### config.mk
export PLATFORM = sky130hd
export DESIGN_NAME = cpu_process_scheduler_unit
export DESIGN_NICKNAME = d
export VERILOG_FILES = /design/src/rtl/core/cps_pkg.sv /design/src/rtl/core/cpu_process_scheduler_unit.sv
export VERILOG_INCLUDE_DIRS = /design/src /design/src/rtl/core
export SDC_FILE = /design/constraint.sdc
export NUM_CORES = 1
export LEC_CHECK = 0
export BUFFER_PORTS_ARGS = -buffer_cell sky130_fd_sc_hd__buf_2
export CAP_MARGIN = 40
export CORE_ASPECT_RATIO = 0.7
export CORE_UTILIZATION = 58
export DETAILED_ROUTE_END_ITERATION = 12
export MAX_ROUTING_LAYER = met4
export PLACE_DENSITY = 0.74
export SLEW_MARGIN = 40
export SYNTH_ARGS = -nofsm -noshare
export SYNTH_HDL_FRONTEND = slang
export SYNTH_SLANG_ARGS = --single-unit
export TNS_END_PERCENT = 5
### constraint.sdc
create_clock -name clk -period 9.1 [get_ports clk]
set_clock_uncertainty 0.15 [all_clocks]
set_input_delay 1.82 -clock clk [delete_from_list [all_inputs] [get_ports clk]]
set_output_delay 1.82 -clock clk [all_outputs]
set_load 0.005 [all_outputs]
### src/rtl/core/cpu_process_scheduler_unit_assert.svh
// assertion macros for the process scheduler
`ifndef CPU_PROCESS_SCHEDULER_UNIT_ASSERT_SVH
`define CPU_PROCESS_SCHEDULER_UNIT_ASSERT_SVH
// check that a condition implies a consequence on the same edge
`define CPS_ASSERT_IMPL(lbl, ante, cons) \
    lbl: assert property (@(posedge clk) disable iff (!rst_n) (ante) |-> (cons)) \
        else $error("scheduler check failed");
// check that a condition implies a consequence on the next edge
`define CPS_ASSERT_NEXT(lbl, ante, cons) \
    lbl: assert property (@(posedge clk) disable iff (!rst_n) (ante) |=> (cons)) \
        else $error("scheduler check failed");
`endif

### src/rtl/core/cps_pkg.sv
// shared types and constants of the process scheduler
package cps_pkg;
    localparam int QueueDepth = 32;
    localparam int IdxW = $clog2(QueueDepth);
    localparam int LenW = 6;
    localparam logic [1:0] MODE_RR = 2'd0;
    localparam logic [1:0] MODE_STATIC = 2'd1;
    localparam logic [1:0] MODE_DYNAMIC = 2'd2;
    localparam logic [0:0] CFG_POLICY = 1'b0;
    localparam logic [0:0] CFG_QUANTUM = 1'b1;
    typedef struct packed {
        logic [7:0] id;
        logic [7:0] rem;
        logic [3:0] prio;
    } proc_rec_t;
endpackage

### src/rtl/core/cpu_process_scheduler_unit.sv
// Process scheduler with a ready queue held in a synchronous memory and one
// running slot. One request is in flight at a time, and its result waits in
// output registers until it is taken. A tick in round robin pops the head,
// which shifts the queue one entry at a time through the memory. A tick in
// a priority mode first runs the exchange sort over all pairs, with an extra
// write step when a pair swaps, and then pops the head for a dispatch or a
// preemption.
module cpu_process_scheduler_unit
(
    input  logic       clk,
    input  logic       rst_n,
    input  logic       in_valid,
    output logic       in_ready,
    input  logic       func,
    input  logic [7:0] new_id,
    input  logic [7:0] new_burst,
    input  logic [3:0] new_priority,
    output logic       out_valid,
    input  logic       out_ready,
    output logic       cpu_busy,
    output logic [7:0] cpu_id,
    output logic [7:0] time_left,
    output logic [3:0] prio_now,
    output logic       dispatched,
    output logic       preempted,
    output logic       finished,
    output logic       rotated,
    output logic       dropped,
    output logic [5:0] queue_len,
    input  logic       cfg_valid,
    output logic       cfg_ready,
    input  logic       cfg_index,
    input  logic [3:0] cfg_data
);
    typedef enum logic [4:0] {
        S_IDLE, S_ARR, S_TICK, S_SRT_A, S_SRT_B, S_SRT_WA, S_SRT_CMP,
        S_PRE, S_POP_R, S_POP_W, S_POP_DONE, S_EXEC, S_PUSH_RUN, S_OUT
    } state_t;

    localparam int IW = cps_pkg::IdxW;
    localparam int LW = cps_pkg::LenW;

    // ready queue memory
    cps_pkg::proc_rec_t mem [cps_pkg::QueueDepth];
    cps_pkg::proc_rec_t rd_reg;
    logic [IW-1:0]      raddr;
    logic               wen;
    logic [IW-1:0]      waddr;
    cps_pkg::proc_rec_t wdata;

    always_ff @(posedge clk)
    begin
        if (wen)
        begin
            mem[waddr] <= wdata;
        end
        rd_reg <= mem[raddr];
    end

    state_t             state_reg;
    logic [1:0]         mode_reg;
    logic [3:0]         quant_reg;
    logic [LW-1:0]      len_reg;
    cps_pkg::proc_rec_t run_reg;
    logic               run_v_reg;
    logic [3:0]         slice_reg;
    cps_pkg::proc_rec_t ra_reg;
    cps_pkg::proc_rec_t arr_reg;
    logic [LW-1:0]      ia_reg;
    logic [LW-1:0]      ib_reg;
    logic [2:0]         ret_reg;
    logic               disp_reg, pre_reg, fin_reg, rot_reg, drop_reg, busy_reg;
    cps_pkg::proc_rec_t shown_reg;
    logic [LW-1:0]      pidx_reg;

    // return points after a pop
    localparam logic [2:0] RET_DISP = 3'd0;
    localparam logic [2:0] RET_PRE = 3'd1;
    localparam logic [2:0] RET_RR = 3'd2;
    localparam logic [2:0] RET_LOST = 3'd3;

    assign in_ready  = (state_reg == S_IDLE);
    assign cfg_ready = (state_reg == S_IDLE) && !in_valid;
    assign out_valid = (state_reg == S_OUT);
    assign cpu_busy   = busy_reg;
    assign cpu_id     = shown_reg.id;
    assign time_left  = shown_reg.rem;
    assign prio_now   = shown_reg.prio;
    assign dispatched = disp_reg;
    assign preempted  = pre_reg;
    assign finished   = fin_reg;
    assign rotated    = rot_reg;
    assign dropped    = drop_reg;
    assign queue_len  = len_reg;

    logic               full;
    logic               is_prio;
    cps_pkg::proc_rec_t ex;
    logic [3:0]         slice_inc;
    assign full    = (len_reg >= LW'(cps_pkg::QueueDepth));
    assign is_prio = (mode_reg == cps_pkg::MODE_STATIC) || (mode_reg == cps_pkg::MODE_DYNAMIC);

    // address and write selection
    always_comb
    begin
        raddr = ia_reg[IW-1:0];
        wen   = 1'b0;
        waddr = ia_reg[IW-1:0];
        wdata = ra_reg;
        case (state_reg)
            S_ARR:
            begin
                wen   = !full;
                waddr = len_reg[IW-1:0];
                wdata = arr_reg;
            end
            S_SRT_A:   raddr = ib_reg[IW-1:0];
            S_SRT_CMP:
            begin
                wen   = (ra_reg.prio < rd_reg.prio);
                waddr = ia_reg[IW-1:0];
                wdata = rd_reg;
            end
            S_SRT_WA:
            begin
                wen   = 1'b1;
                waddr = ib_reg[IW-1:0];
                wdata = rd_reg;
            end
            S_POP_R:   raddr = pidx_reg[IW-1:0] + IW'(1);
            S_POP_W:
            begin
                wen   = 1'b1;
                waddr = pidx_reg[IW-1:0];
                wdata = rd_reg;
            end
            S_PUSH_RUN:
            begin
                wen   = !full;
                waddr = len_reg[IW-1:0];
                wdata = ra_reg;
            end
            default:   raddr = ia_reg[IW-1:0];
        endcase
    end

    // executed record after one tick
    always_comb
    begin
        ex = run_reg;
        if (ex.rem != 8'd0)
        begin
            ex.rem = ex.rem - 8'd1;
        end
        if (mode_reg == cps_pkg::MODE_DYNAMIC && ex.prio != 4'd0)
        begin
            ex.prio = ex.prio - 4'd1;
        end
        slice_inc = (slice_reg < 4'd15) ? slice_reg + 4'd1 : slice_reg;
    end

    // control sequencer
    always_ff @(posedge clk or negedge rst_n)
    begin
        if (!rst_n)
        begin
            state_reg <= S_IDLE;
            mode_reg  <= cps_pkg::MODE_DYNAMIC;
            quant_reg <= 4'd2;
            len_reg   <= '0;
            run_reg   <= '0;
            run_v_reg <= 1'b0;
            slice_reg <= '0;
            ra_reg    <= '0;
            arr_reg   <= '0;
            ia_reg    <= '0;
            ib_reg    <= '0;
            pidx_reg  <= '0;
            ret_reg   <= RET_DISP;
            disp_reg  <= 1'b0;
            pre_reg   <= 1'b0;
            fin_reg   <= 1'b0;
            rot_reg   <= 1'b0;
            drop_reg  <= 1'b0;
            busy_reg  <= 1'b0;
            shown_reg <= '0;
        end
        else
        begin
            case (state_reg)
                S_IDLE:
                begin
                    if (cfg_valid && cfg_ready)
                    begin
                        if (cfg_index == cps_pkg::CFG_POLICY)
                        begin
                            mode_reg <= cfg_data[1:0];
                        end
                        else
                        begin
                            quant_reg <= cfg_data;
                        end
                    end
                    if (in_valid)
                    begin
                        arr_reg   <= '{new_id, new_burst, new_priority};
                        disp_reg  <= 1'b0;
                        pre_reg   <= 1'b0;
                        fin_reg   <= 1'b0;
                        rot_reg   <= 1'b0;
                        drop_reg  <= 1'b0;
                        busy_reg  <= 1'b0;
                        shown_reg <= '0;
                        ia_reg    <= '0;
                        ib_reg    <= LW'(1);
                        state_reg <= func ? S_TICK : S_ARR;
                    end
                end
                S_ARR:
                begin
                    if (full)
                    begin
                        drop_reg <= 1'b1;
                    end
                    else
                    begin
                        len_reg <= len_reg + LW'(1);
                    end
                    state_reg <= S_OUT;
                end
                S_TICK:
                begin
                    if (mode_reg == cps_pkg::MODE_RR)
                    begin
                        if (!run_v_reg && len_reg != '0)
                        begin
                            // head read is issued here, taken on the first pop step
                            run_v_reg <= 1'b1;
                            slice_reg <= '0;
                            disp_reg  <= 1'b1;
                            pidx_reg  <= '0;
                            ret_reg   <= RET_RR;
                            state_reg <= S_POP_R;
                        end
                        else
                        begin
                            state_reg <= S_EXEC;
                        end
                    end
                    else if (is_prio)
                    begin
                        // outer sort index at 0 reads entry a
                        state_reg <= (len_reg > LW'(1)) ? S_SRT_B : S_PRE;
                    end
                    else
                    begin
                        state_reg <= S_OUT;
                    end
                end
                // sort: entry a read issued here via raddr=ia
                S_SRT_B:   state_reg <= S_SRT_A;
                S_SRT_A:
                begin
                    ra_reg    <= rd_reg;
                    state_reg <= S_SRT_CMP;
                end
                S_SRT_CMP:
                begin
                    if (ra_reg.prio < rd_reg.prio)
                    begin
                        state_reg <= S_SRT_WA;
                    end
                    else if (ib_reg + LW'(1) < len_reg)
                    begin
                        ib_reg    <= ib_reg + LW'(1);
                        state_reg <= S_SRT_A;
                    end
                    else if (ia_reg + LW'(2) < len_reg)
                    begin
                        ia_reg    <= ia_reg + LW'(1);
                        ib_reg    <= ia_reg + LW'(2);
                        state_reg <= S_SRT_B;
                    end
                    else
                    begin
                        ia_reg    <= '0;
                        state_reg <= S_PRE;
                    end
                    if (ra_reg.prio < rd_reg.prio)
                    begin
                        ra_reg <= rd_reg;
                    end
                end
                S_SRT_WA:
                begin
                    // old entry a, read back during the compare, goes to entry b
                    if (ib_reg + LW'(1) < len_reg)
                    begin
                        ib_reg    <= ib_reg + LW'(1);
                        state_reg <= S_SRT_B;
                    end
                    else if (ia_reg + LW'(2) < len_reg)
                    begin
                        ia_reg    <= ia_reg + LW'(1);
                        ib_reg    <= ia_reg + LW'(2);
                        state_reg <= S_SRT_B;
                    end
                    else
                    begin
                        ia_reg    <= '0;
                        state_reg <= S_PRE;
                    end
                end
                S_PRE:
                begin
                    // read of head issued here (raddr = ia = 0)
                    state_reg <= S_POP_DONE;
                    ret_reg   <= RET_DISP;
                end
                S_POP_DONE:
                begin
                    // rd_reg holds the sorted head
                    if (ret_reg == RET_DISP && !run_v_reg && len_reg != '0)
                    begin
                        run_reg   <= rd_reg;
                        run_v_reg <= 1'b1;
                        disp_reg  <= 1'b1;
                        if (mode_reg == cps_pkg::MODE_DYNAMIC)
                        begin
                            slice_reg <= '0;
                        end
                        pidx_reg  <= '0;
                        ret_reg   <= RET_PRE;
                        state_reg <= S_POP_R;
                    end
                    else if (run_v_reg && len_reg != '0 && run_reg.prio < rd_reg.prio
                             && ret_reg != RET_RR)
                    begin
                        pre_reg   <= 1'b1;
                        disp_reg  <= 1'b1;
                        ra_reg    <= run_reg;
                        run_reg   <= rd_reg;
                        pidx_reg  <= '0;
                        // a full queue has no room for the displaced process
                        if (full)
                        begin
                            drop_reg <= 1'b1;
                            ret_reg  <= RET_LOST;
                        end
                        else
                        begin
                            ret_reg  <= RET_RR;
                        end
                        state_reg <= S_POP_R;
                    end
                    else
                    begin
                        state_reg <= S_EXEC;
                    end
                end
                S_POP_R:
                begin
                    // round robin dispatch takes the head read during the tick step
                    if (ret_reg == RET_RR && mode_reg == cps_pkg::MODE_RR && pidx_reg == '0)
                    begin
                        run_reg <= rd_reg;
                    end
                    if (pidx_reg + LW'(1) < len_reg)
                    begin
                        state_reg <= S_POP_W;
                    end
                    else
                    begin
                        len_reg <= len_reg - LW'(1);
                        if (ret_reg == RET_RR && mode_reg == cps_pkg::MODE_RR)
                        begin
                            state_reg <= S_EXEC;
                        end
                        else if (ret_reg == RET_PRE)
                        begin
                            ia_reg    <= '0;
                            state_reg <= S_PRE;
                        end
                        else if (ret_reg == RET_LOST)
                        begin
                            state_reg <= S_EXEC;
                        end
                        else
                        begin
                            state_reg <= S_PUSH_RUN;
                        end
                    end
                end
                S_POP_W:
                begin
                    pidx_reg  <= pidx_reg + LW'(1);
                    state_reg <= S_POP_R;
                end
                S_PUSH_RUN:
                begin
                    if (full)
                    begin
                        drop_reg <= 1'b1;
                    end
                    else
                    begin
                        len_reg <= len_reg + LW'(1);
                    end
                    state_reg <= (mode_reg == cps_pkg::MODE_RR) ? S_OUT : S_EXEC;
                end
                S_EXEC:
                begin
                    if (run_v_reg)
                    begin
                        busy_reg  <= 1'b1;
                        shown_reg <= ex;
                        run_reg   <= ex;
                        state_reg <= S_OUT;
                        if (mode_reg == cps_pkg::MODE_RR)
                        begin
                            if (ex.rem == 8'd0)
                            begin
                                fin_reg   <= 1'b1;
                                run_v_reg <= 1'b0;
                                slice_reg <= '0;
                            end
                            else if (slice_inc >= quant_reg)
                            begin
                                rot_reg   <= 1'b1;
                                run_v_reg <= 1'b0;
                                slice_reg <= '0;
                                ra_reg    <= ex;
                                state_reg <= S_PUSH_RUN;
                            end
                            else
                            begin
                                slice_reg <= slice_inc;
                            end
                        end
                        else if (ex.rem == 8'd0)
                        begin
                            fin_reg   <= 1'b1;
                            run_v_reg <= 1'b0;
                        end
                    end
                    else
                    begin
                        state_reg <= S_OUT;
                    end
                end
                S_OUT:
                begin
                    if (out_ready)
                    begin
                        state_reg <= S_IDLE;
                    end
                end
                default:   state_reg <= S_IDLE;
            endcase
        end
    end

    `include "cpu_process_scheduler_unit_assert.svh"

    `CPS_ASSERT_IMPL(a_len_bound, 1'b1, len_reg <= LW'(cps_pkg::QueueDepth))
    `CPS_ASSERT_IMPL(a_out_idle, out_valid && !cpu_busy, cpu_id == 8'd0 && time_left == 8'd0)
    `CPS_ASSERT_NEXT(a_out_hold, out_valid && !out_ready, out_valid && $stable(queue_len))
    `CPS_ASSERT_IMPL(a_fin_busy, out_valid && finished, cpu_busy && time_left == 8'd0)
endmodule

=== Word-level counts from Yosys, hierarchy flattened ===
Memory sizes are Yosys's and may differ from the RTL's. A register that Yosys moved wholly into a read port is not among the register bits.
Cells that the tools add are included.

* Register bits after elaboration: 129
* Latch bits: 0
* Bits in writable memories: 640
* Bits in read-only memories: 0
* Bits of input ports: 31
* Output and inout port bits: 35
* Word-level logic and storage cells: 262
* Memories: 1

{| class="wikitable"
|+ Memory list
! memory !! depth !! bits a word !! read ports !! clocked after memory_dff !! write ports !! line !! text
|-
| mem || 32 || 20 || 1 || 1 || 1 || cpu_process_scheduler_unit.sv:44 || <nowiki>cps_pkg::proc_rec_t mem [cps_pkg::QueueDepth];</nowiki>
|}

* Add/subtract/negate cells: 10
* Multipliers: 0
* Divide/modulo/power cells: 0
* Magnitude comparators: 9
* Equal/unequal tests: 40
* Shift operators: 0
* Muxes and demuxes: 113
* Bitwise operators: 2
* Reductions and logical operators: 59

{| class="wikitable"
|+ Operators with widths
! kind !! count
|-
| 20-bit 2-to-1 mux || 12
|-
| 6-bit 2-to-1 mux || 17
|-
| 20-bit one-hot mux with 2 select lines || 2
|-
| 20-bit one-hot mux with 4 select lines || 1
|-
| 5-bit one-hot mux with 14 select lines || 1
|-
| 20-bit one-hot mux with 3 select lines || 1
|-
| 4-bit 2-to-1 mux || 14
|-
| 2-bit inequality test (second input constant) || 19
|-
| 6-bit one-hot mux with 3 select lines || 2
|-
| 4-bit AND reduction || 8
|-
| 5-bit by 4-bit == test with 1-bit output (second input constant) || 6
|-
| 1-bit 2-to-1 mux || 28
|-
| 6-bit by 1-bit adder with 6-bit output (second input constant) || 4
|-
| 3-bit 2-to-1 mux || 8
|-
| 6-bit one-hot mux with 4 select lines || 1
|-
| 3-bit nonzero test || 7
|-
| 5-bit by 3-bit == test with 1-bit output (second input constant) || 4
|-
| 5-bit 2-to-1 mux || 4
|-
| 6-bit < comparator || 3
|-
| 5-bit one-hot mux with 3 select lines || 1
|-
| 3-bit AND reduction || 5
|-
| 2-bit 2-to-1 mux || 7
|-
| 12-bit 2-to-1 mux || 1
|-
| 1-bit one-hot mux with 3 select lines || 4
|-
| other kinds (46) || 73
|}

=== Logic depth before layout (Yosys ltp) ===
Gate-level depths: netlist of the first run.

* Depth after elaboration: 8
* Depth in mapped cells: 13
* Depth with buffers taken out: 11

=== Least setup slack after synthesis of the first run ===
No wires, ideal clock.

* Path kind: input to output
* From: input port in_valid
* To: output port cfg_ready
* Arrival time: 2.089 ns
* Required time: 7.130 ns
* Setup slack: 5.041 ns
* Stages: 2
* Path buffers: 0
* Cells stage by stage: nand2b_1 -> inv_1

* Cells in the longest elaborated chain, start to end: 2

{| class="wikitable"
|+ RTL lines
! what !! line !! text
|-
| start: declaration || cpu_process_scheduler_unit.sv:12 || <nowiki>input logic in_valid,</nowiki>
|-
| 1-bit zero test || cpu_process_scheduler_unit.sv:83 || <nowiki>assign cfg_ready = (state_reg == S_IDLE) && !in_valid;</nowiki>
|-
| 1-bit logical AND || cpu_process_scheduler_unit.sv:83 ||
|-
| end: declaration || cpu_process_scheduler_unit.sv:31 || <nowiki>output logic cfg_ready,</nowiki>
|}

Every way passes these cells.

=== Final worst setup path of the first run ===
* From: register state_reg[3]
* To: register rd_reg[9] (netlist name)

* Cells in the longest elaborated chain, start to end: 2
* Elaborated cells on any way between the ends: 3
* Classes of those cells: 2 x eq/ne; 1 x mux

{| class="wikitable"
|+ RTL lines
! what !! line !! text
|-
| start: declaration || cpu_process_scheduler_unit.sv:60 || <nowiki>state_t state_reg;</nowiki>
|-
| start signal: assignment || cpu_process_scheduler_unit.sv:216 || <nowiki>state_reg <= func ? S_TICK : S_ARR;</nowiki>
|-
| start signal: assignment || cpu_process_scheduler_unit.sv:253 || <nowiki>state_reg <= (len_reg > LW'(1)) ? S_SRT_B : S_PRE;</nowiki>
|-
| 5-bit by 4-bit == test with 1-bit output / 5-bit by 2-bit == test with 1-bit output (equally long branches) || cpu_process_scheduler_unit.sv:110 || <nowiki>case (state_reg)</nowiki>
|-
| 5-bit one-hot mux with 2 select lines * || cpu_process_scheduler_unit.sv:110 ||
|}

Every way passes the cells marked *; elsewhere a longest branch is shown, timed or not.
A chain may end at the register's enable or synchronous reset.

==> results.ini, run 1 <==
[placement]
portBuffers = 65
placed_cells = 3321
routabilityCongestion = 0.948
dp_hpwl_um = 57800
pre_cts_ws_ns = 4.43

[clock_network]
post_cts_buffers = 0
clk_pin_slew_ns = 0.06
cts_tree = yes
clk_latency_ns = 0.64
hold_buffers = 0
cts-root-buf = clkbuf_16
cts_buffers = 72
numClockSinks = 787
cts_resized = 0
clock_path_buffers = 3
h-tree-depth = 3

[global_route]
track_usage_pct = 33.2
grtUsageMet2_pct = 43.7
met1_usage_pct = 50.9
globalRouteMet3Util_pct = 8.57
grt_max_degree = 193
grt_pass1_wl_um = 138000
grt.busiest_layer = met1
first_global_vias = 21500
overflow = 0
antenna_found_initial = 1

[power]
power_density_mw_per_mm2 = 381
power.leakage_nw = 13.6
power_w = 0.0140
vdd_drop_max_mv = 0.341

[critical_path]
crit_top_cell = buf_4
endpoint_kind = flop
start_kind = flop
rr_worst_depth = 11
max_stage_delay_ns = 0.76
critPathKind = flop to flop
path_cells = nor4b_4 -> a22oi_1 -> nand2_8 -> buf_16 -> buf_12 -> buf_4 -> buf_4 -> a21oi_1 -> a32oi_1 -> o22ai_1 -> nor4_1
slowest_stage = dfrtp_1
crit_required_ns = 9.48
critical_path_arrival_ns = 5.12
path_max_fanout = 68

[sta]
maxSlewHeadroom_pct = 41.4
setup_viol = 0
tightest_slew_ns = 0.871
post-route-min-period_ns = 4.73
slew_violations = 0
fin_ws_ns = 4.37
final-hold-violation-count = 0
hold_ws_ns = 0.324
tns_ns = 0
rsz0062_at_grt = false
clock.fmax_ghz = 0.211
period_share_pct = 52.0

[yosys]
synthArstFlopShare_pct = 16.1
yosysMostFrequentCell = edfxtp_1
synth_cells = 2641
synthFlopType = edfxtp_1
yosysSeqAreaShare_pct = 68.9
ys_ff_latch = 787
synth_top_area_share_pct = 58.1
avgSynthCellArea_um2 = 12.5
ys_warn_count = 0
syn_nets = 2711
synth_edf_count = 640
synth_common_cells = edfxtp_1, nand2_1, a21oi_1, dfrtp_1, nor2_1
yosysTopAreaCell = edfxtp_1
synth_area_leaders = edfxtp_1, dfrtp_1, nand2_1
syn_area_mm2 = 0.0331
synth_cell_types = 77

[final_layout]
filler_cell_count = 3946
largest_reg_flops = 640
top_register = mem
syn_to_final_growth_pct = 11.3
drive_above_1_share_pct = 12.7
nNetsFinal = 2728
finalNonFillerCells = 3459

[route]
drt_iter0_drc = 3763
vias_per_cell = 6.69
first_pass_iters = 8
vias = 23200
wl_um = 93000
postRouteAntennaNets = 0
drc = 0
wl_per_cell_um = 26.9

[worst_hold_path]
holdCritPathClass = flop to flop
whs_path_depth = 2

[floorplan]
placement_rows = 72
die_y_um = 202
coreArea_mm2 = 0.0558
initial_utilization_pct = 59.3
dieArea_mm2 = 0.0580
dieWidth_um = 287
io_pins = 66

[status]
outcome = completed

[run]
maxCapViolations = 0

[cell usage in the layout, fill, tap and decap left out, types with 21 or more instances in the layout]
cell type	instances
xnor2_1	21
a22oi_1	85
buf_2	66
buf_4	44
a21oi_1	295
nand3_1	22
dfrtp_1	124
a22o_1	21
a32oi_1	81
clkbuf_16	74
o21ai_0	54
ha_1	39
a222oi_1	26
nor4_1	22
nor2_2	26
mux2_2	26
inv_1	33
o22ai_1	84
nor2_1	62
edfxtp_1	640
nand2_1	553
[report_power, final]
group	total, W	switching [W]	internal, W	leakage [nW]
Sequential	0.00566	0.000413	0.00525	7.53
Combinational	0.00522	0.00381	0.00141	4.91
Clock	0.00313	0.00136	0.00178	1.19
[critical path: cells and delay by family (launching register included)]
kind	cells	cell delay [ns]
buf+inv	4	1.72
simple gates	3	1.01
compound gates	4	0.89
flops	1	0.76
[layout make-up]
type,count,area [µm²],area share [%]
Antenna cell,1,2.50,0.00680
Clock buffer,94,1970,5.34
Clock inverter,40,460,1.25
Inverter,53,199,0.540
Multi-Input combinational cell,1618,9440,25.6
Sequential cell,787,22800,61.9
Tap cell,740,926,2.52
Timing Repair Buffer,126,1010,2.75
[path summary, 6_finish.rpt]
check,startpoint,slack (ns),end
min in group asynchronous,rst_n,1.07,queue_len[0]
min,time_left[1],0.32,time_left[1]
max in group asynchronous,rst_n,6.49,ra_reg[16]
min reg2reg,time_left[1],0.32,time_left[1]
max reg2reg,state_reg[3],4.37,rd_reg[9]
max,state_reg[3],4.37,rd_reg[9]
[cells by family (layout without fill, tap and decap cells)]
| kind of cell | after synthesis | after routing | share of synthesized area, % |
|---|---|---|---|
| AOI/OAI and AO/OA | 739 | 739 | 14.6 |
| muxes | 41 | 41 | 1.34 |
| xor gates and xnor gates | 30 | 30 | 0.794 |
| adders and majority gates | 39 | 39 | 1.47 |
| buffers and inverters | 236 | 313 | 3.21 |
| other | 0 | 1 | 0 |
| DFF | 787 | 787 | 68.9 |
| and+or+nand+nor | 769 | 769 | 9.68 |
[through the flow]
stage	utilization, %	instance area, µm²
2_1_floorplan	-	33100
3_3_place_gp	61.1	34100
3_5_place_dp	61.5	34300
4_1_cts	65.8	36700
5_1_grt	66.0	36800
6_report	66.0	36800
[layer usage]
metal / share of wire (%) / vias to the layer above
li1: - / 9973
met1: 41 / 11500
met2: 42 / 1502
met3: 14 / 153
met4: 2.5 / 0
met5: 0 / -
Note: power is estimated with default switching activity, not from simulation.
==> run 2: changes to the inputs <==
- CORE_UTILIZATION: 58 -> 56
- clock period: 9.1 -> 3.8 ns (I/O delays scaled with it)
==> run 2 against run 1 <==
Cell area up 2.6%. Utilization down 1.3 points. Via count up 0.32%. Critical endpoint is now rd_reg[0]. First-iteration DRC count down 11%. Combinational power rose to 2.5 times the previous value. Critical path depth down 2. Non-clock buffer count up 110.
==> results.ini, run 2 (synthesized netlist as in run 1, its figures left out) <==
[route]
wl_um = 89400  ; was 93000 µm
drt_iter0_drc = 3333  ; was 3763
drc = 0  ; unchanged
first_pass_iters = 8  ; unchanged
vias = 23200  ; about the same
vias_per_cell = 6.48  ; was 6.69
wl_per_cell_um = 25.0  ; was 26.9 µm
postRouteAntennaNets = 0  ; unchanged

[critical_path]
critical_path_arrival_ns = 3.99  ; was 5.12 ns
path_max_fanout = 55  ; was 68
crit_required_ns = 4.09  ; was 9.48 ns
endpoint_kind = flop  ; unchanged
start_kind = flop  ; unchanged
critPathKind = flop to flop  ; unchanged
rr_worst_depth = 9  ; was 11

[clock_network]
cts_buffers = 71  ; was 72
clk_pin_slew_ns = 0.06  ; about the same
clock_path_buffers = 3  ; unchanged
post_cts_buffers = 0  ; unchanged
cts_resized = 0  ; unchanged
cts-root-buf = clkbuf_16  ; unchanged
clk_latency_ns = 0.64  ; about the same
cts_tree = yes  ; unchanged
numClockSinks = 787  ; unchanged
h-tree-depth = 3  ; unchanged
hold_buffers = 0  ; unchanged

[global_route]
first_global_vias = 22100  ; was 21500
grt_max_degree = 69  ; was 193
grt_pass1_wl_um = 134000  ; was 138000 µm
track_usage_pct = 30.7  ; was 33.2%
antenna_found_initial = 1  ; unchanged
overflow = 0  ; unchanged

[final_layout]
mostFrequentLayoutCells = edfxtp_1, nand2_1, a21oi_1  ; unchanged
filler_cell_count = 4142  ; was 3946
largest_reg_flops = 640  ; unchanged
syn_to_final_growth_pct = 14.2  ; was 11.3%
final_common_cell = edfxtp_1  ; unchanged
post-route-util_pct = 64.8  ; was 66.0%
finalNonFillerCells = 3583  ; was 3459
nNetsFinal = 2837  ; was 2728
drive_above_1_share_pct = 14.9  ; was 12.7%
final_area_mm2 = 0.0378  ; was 0.0368 mm²
top_register = mem  ; unchanged

[floorplan]
dieArea_mm2 = 0.0601  ; was 0.0580 mm²
io_pins = 66  ; unchanged
die_y_um = 205  ; was 202 µm
initial_utilization_pct = 56.7  ; was 59.3%
coreArea_mm2 = 0.0583  ; was 0.0558 mm²
dieWidth_um = 293  ; was 287 µm
placement_rows = 74  ; was 72

[run]
maxCapViolations = 0  ; unchanged

[status]
outcome = completed  ; unchanged

[placement]
dp_hpwl_um = 57500  ; was 57800 µm
portBuffers = 65  ; unchanged
place_area_mm2 = 0.0355  ; was 0.0343 mm²
routabilityCongestion = 0.936  ; was 0.948
placed_cells = 3453  ; was 3321

[power]
netSwitchingFraction_pct = 38.5  ; was 39.8%
vdd_drop_max_mv = 0.707  ; was 0.341 mV
power_density_mw_per_mm2 = 896  ; was 381 mW/mm²
pwr-share-seq_pct = 39.8  ; was 40.4%
combPwrFrac_pct = 38.8  ; was 37.3%
clkPwrFrac_pct = 21.3  ; was 22.3%
power.leakage_nw = 14.2  ; was 13.6 nW
p_switching_w = 0.0130  ; was 0.00558 W
p_int_w = 0.0208  ; was 0.00844 W

[sta]
clock.fmax_ghz = 0.270  ; was 0.211 GHz
final-hold-violation-count = 0  ; unchanged
rsz0062_at_grt = false  ; unchanged
setup_viol = 0  ; unchanged
slew_violations = 0  ; unchanged
tns_ns = 0  ; unchanged
tightest_slew_ns = 0.871  ; about the same
maxSlewHeadroom_pct = 41.9  ; was 41.4%
post-route-min-period_ns = 3.70  ; was 4.73 ns
period_share_pct = 97.3  ; was 52.0%

[worst_hold_path]
holdCritPathClass = input pin to async pin  ; was flop to flop

[run 2: path summary, 6_finish.rpt]
path                                   start            to  slack, ns
worst max-delay path            state_reg[0]     rd_reg[0]       0.10
worst min-delay path                   rst_n  slice_reg[2]       0.03
worst max register to register  state_reg[0]     rd_reg[0]       0.10
worst min register to register      cpu_busy      cpu_busy       0.33
max in group asynchronous              rst_n    run_reg[2]       2.69
min in group clk                new_burst[4]    arr_reg[8]       0.17
[run 2: power by group through the flow]
| stage | logic [W] | registers [W] | clock network [W] |
|---|---|---|---|
| 2_1_floorplan | 0.00797 | 0.0132 | 0 |
| 3_3_place_gp | 0.0125 | 0.0136 | 0 |
| 3_5_place_dp | 0.0129 | 0.0136 | 0 |
| 4_1_cts | 0.0130 | 0.0134 | 0.00725 |
| 5_1_grt | 0.0141 | 0.0136 | 0.00758 |
| 6_report | 0.0131 | 0.0135 | 0.00721 |
[run 2: critical path: stages (launching register included)]
cell and delay, ns:
dfrtp_2 0.53, nor4b_4 0.58, nor2_2 0.21, a221oi_4 0.38
buf_12 0.30, buf_4 0.26, nand2_1 0.08, a22oi_1 0.19
o22ai_1 0.16, nor4_1 0.61
[run 2: stage by stage]
step / hold WS [ns] / worst slack [ns] / power [W]
floorplan: 0.296 / 0.383 / 0.0212
global placement: 0.304 / 0.155 / 0.0260
detailed placement: 0.309 / 0.164 / 0.0265
CTS: 0.0360 / 0.118 / 0.0337
global route: 0.0698 / 0.0473 / 0.0353
finish: 0.0299 / 0.101 / 0.0338
[run 2: routing by layer]
| metal | up-vias | GRT usage [%] | share of wire [%] |
|---|---|---|---|
| met4 | 0 | 8.36 | 2.4 |
| li1 | 10200 | - | - |
| met1 | 11500 | 43.9 | 42 |
| met2 | 1403 | 44.1 | 44 |
| met3 | 158 | 7.50 | 12 |
| met5 | - | - | 0 |
[run 2: final cells by class]
cell class / count / area (µm²) / area share [%]
diodes: 1 / 2.50 / 0.00662
clock buffers: 90 / 1880 / 4.98
clock inverters: 38 / 424 / 1.12
inverters: 53 / 199 / 0.527
multi-input cells: 1618 / 9370 / 24.8
flip-flops and latches: 787 / 22800 / 60.4
well taps: 760 / 951 / 2.52
repair buffers: 236 / 2140 / 5.68
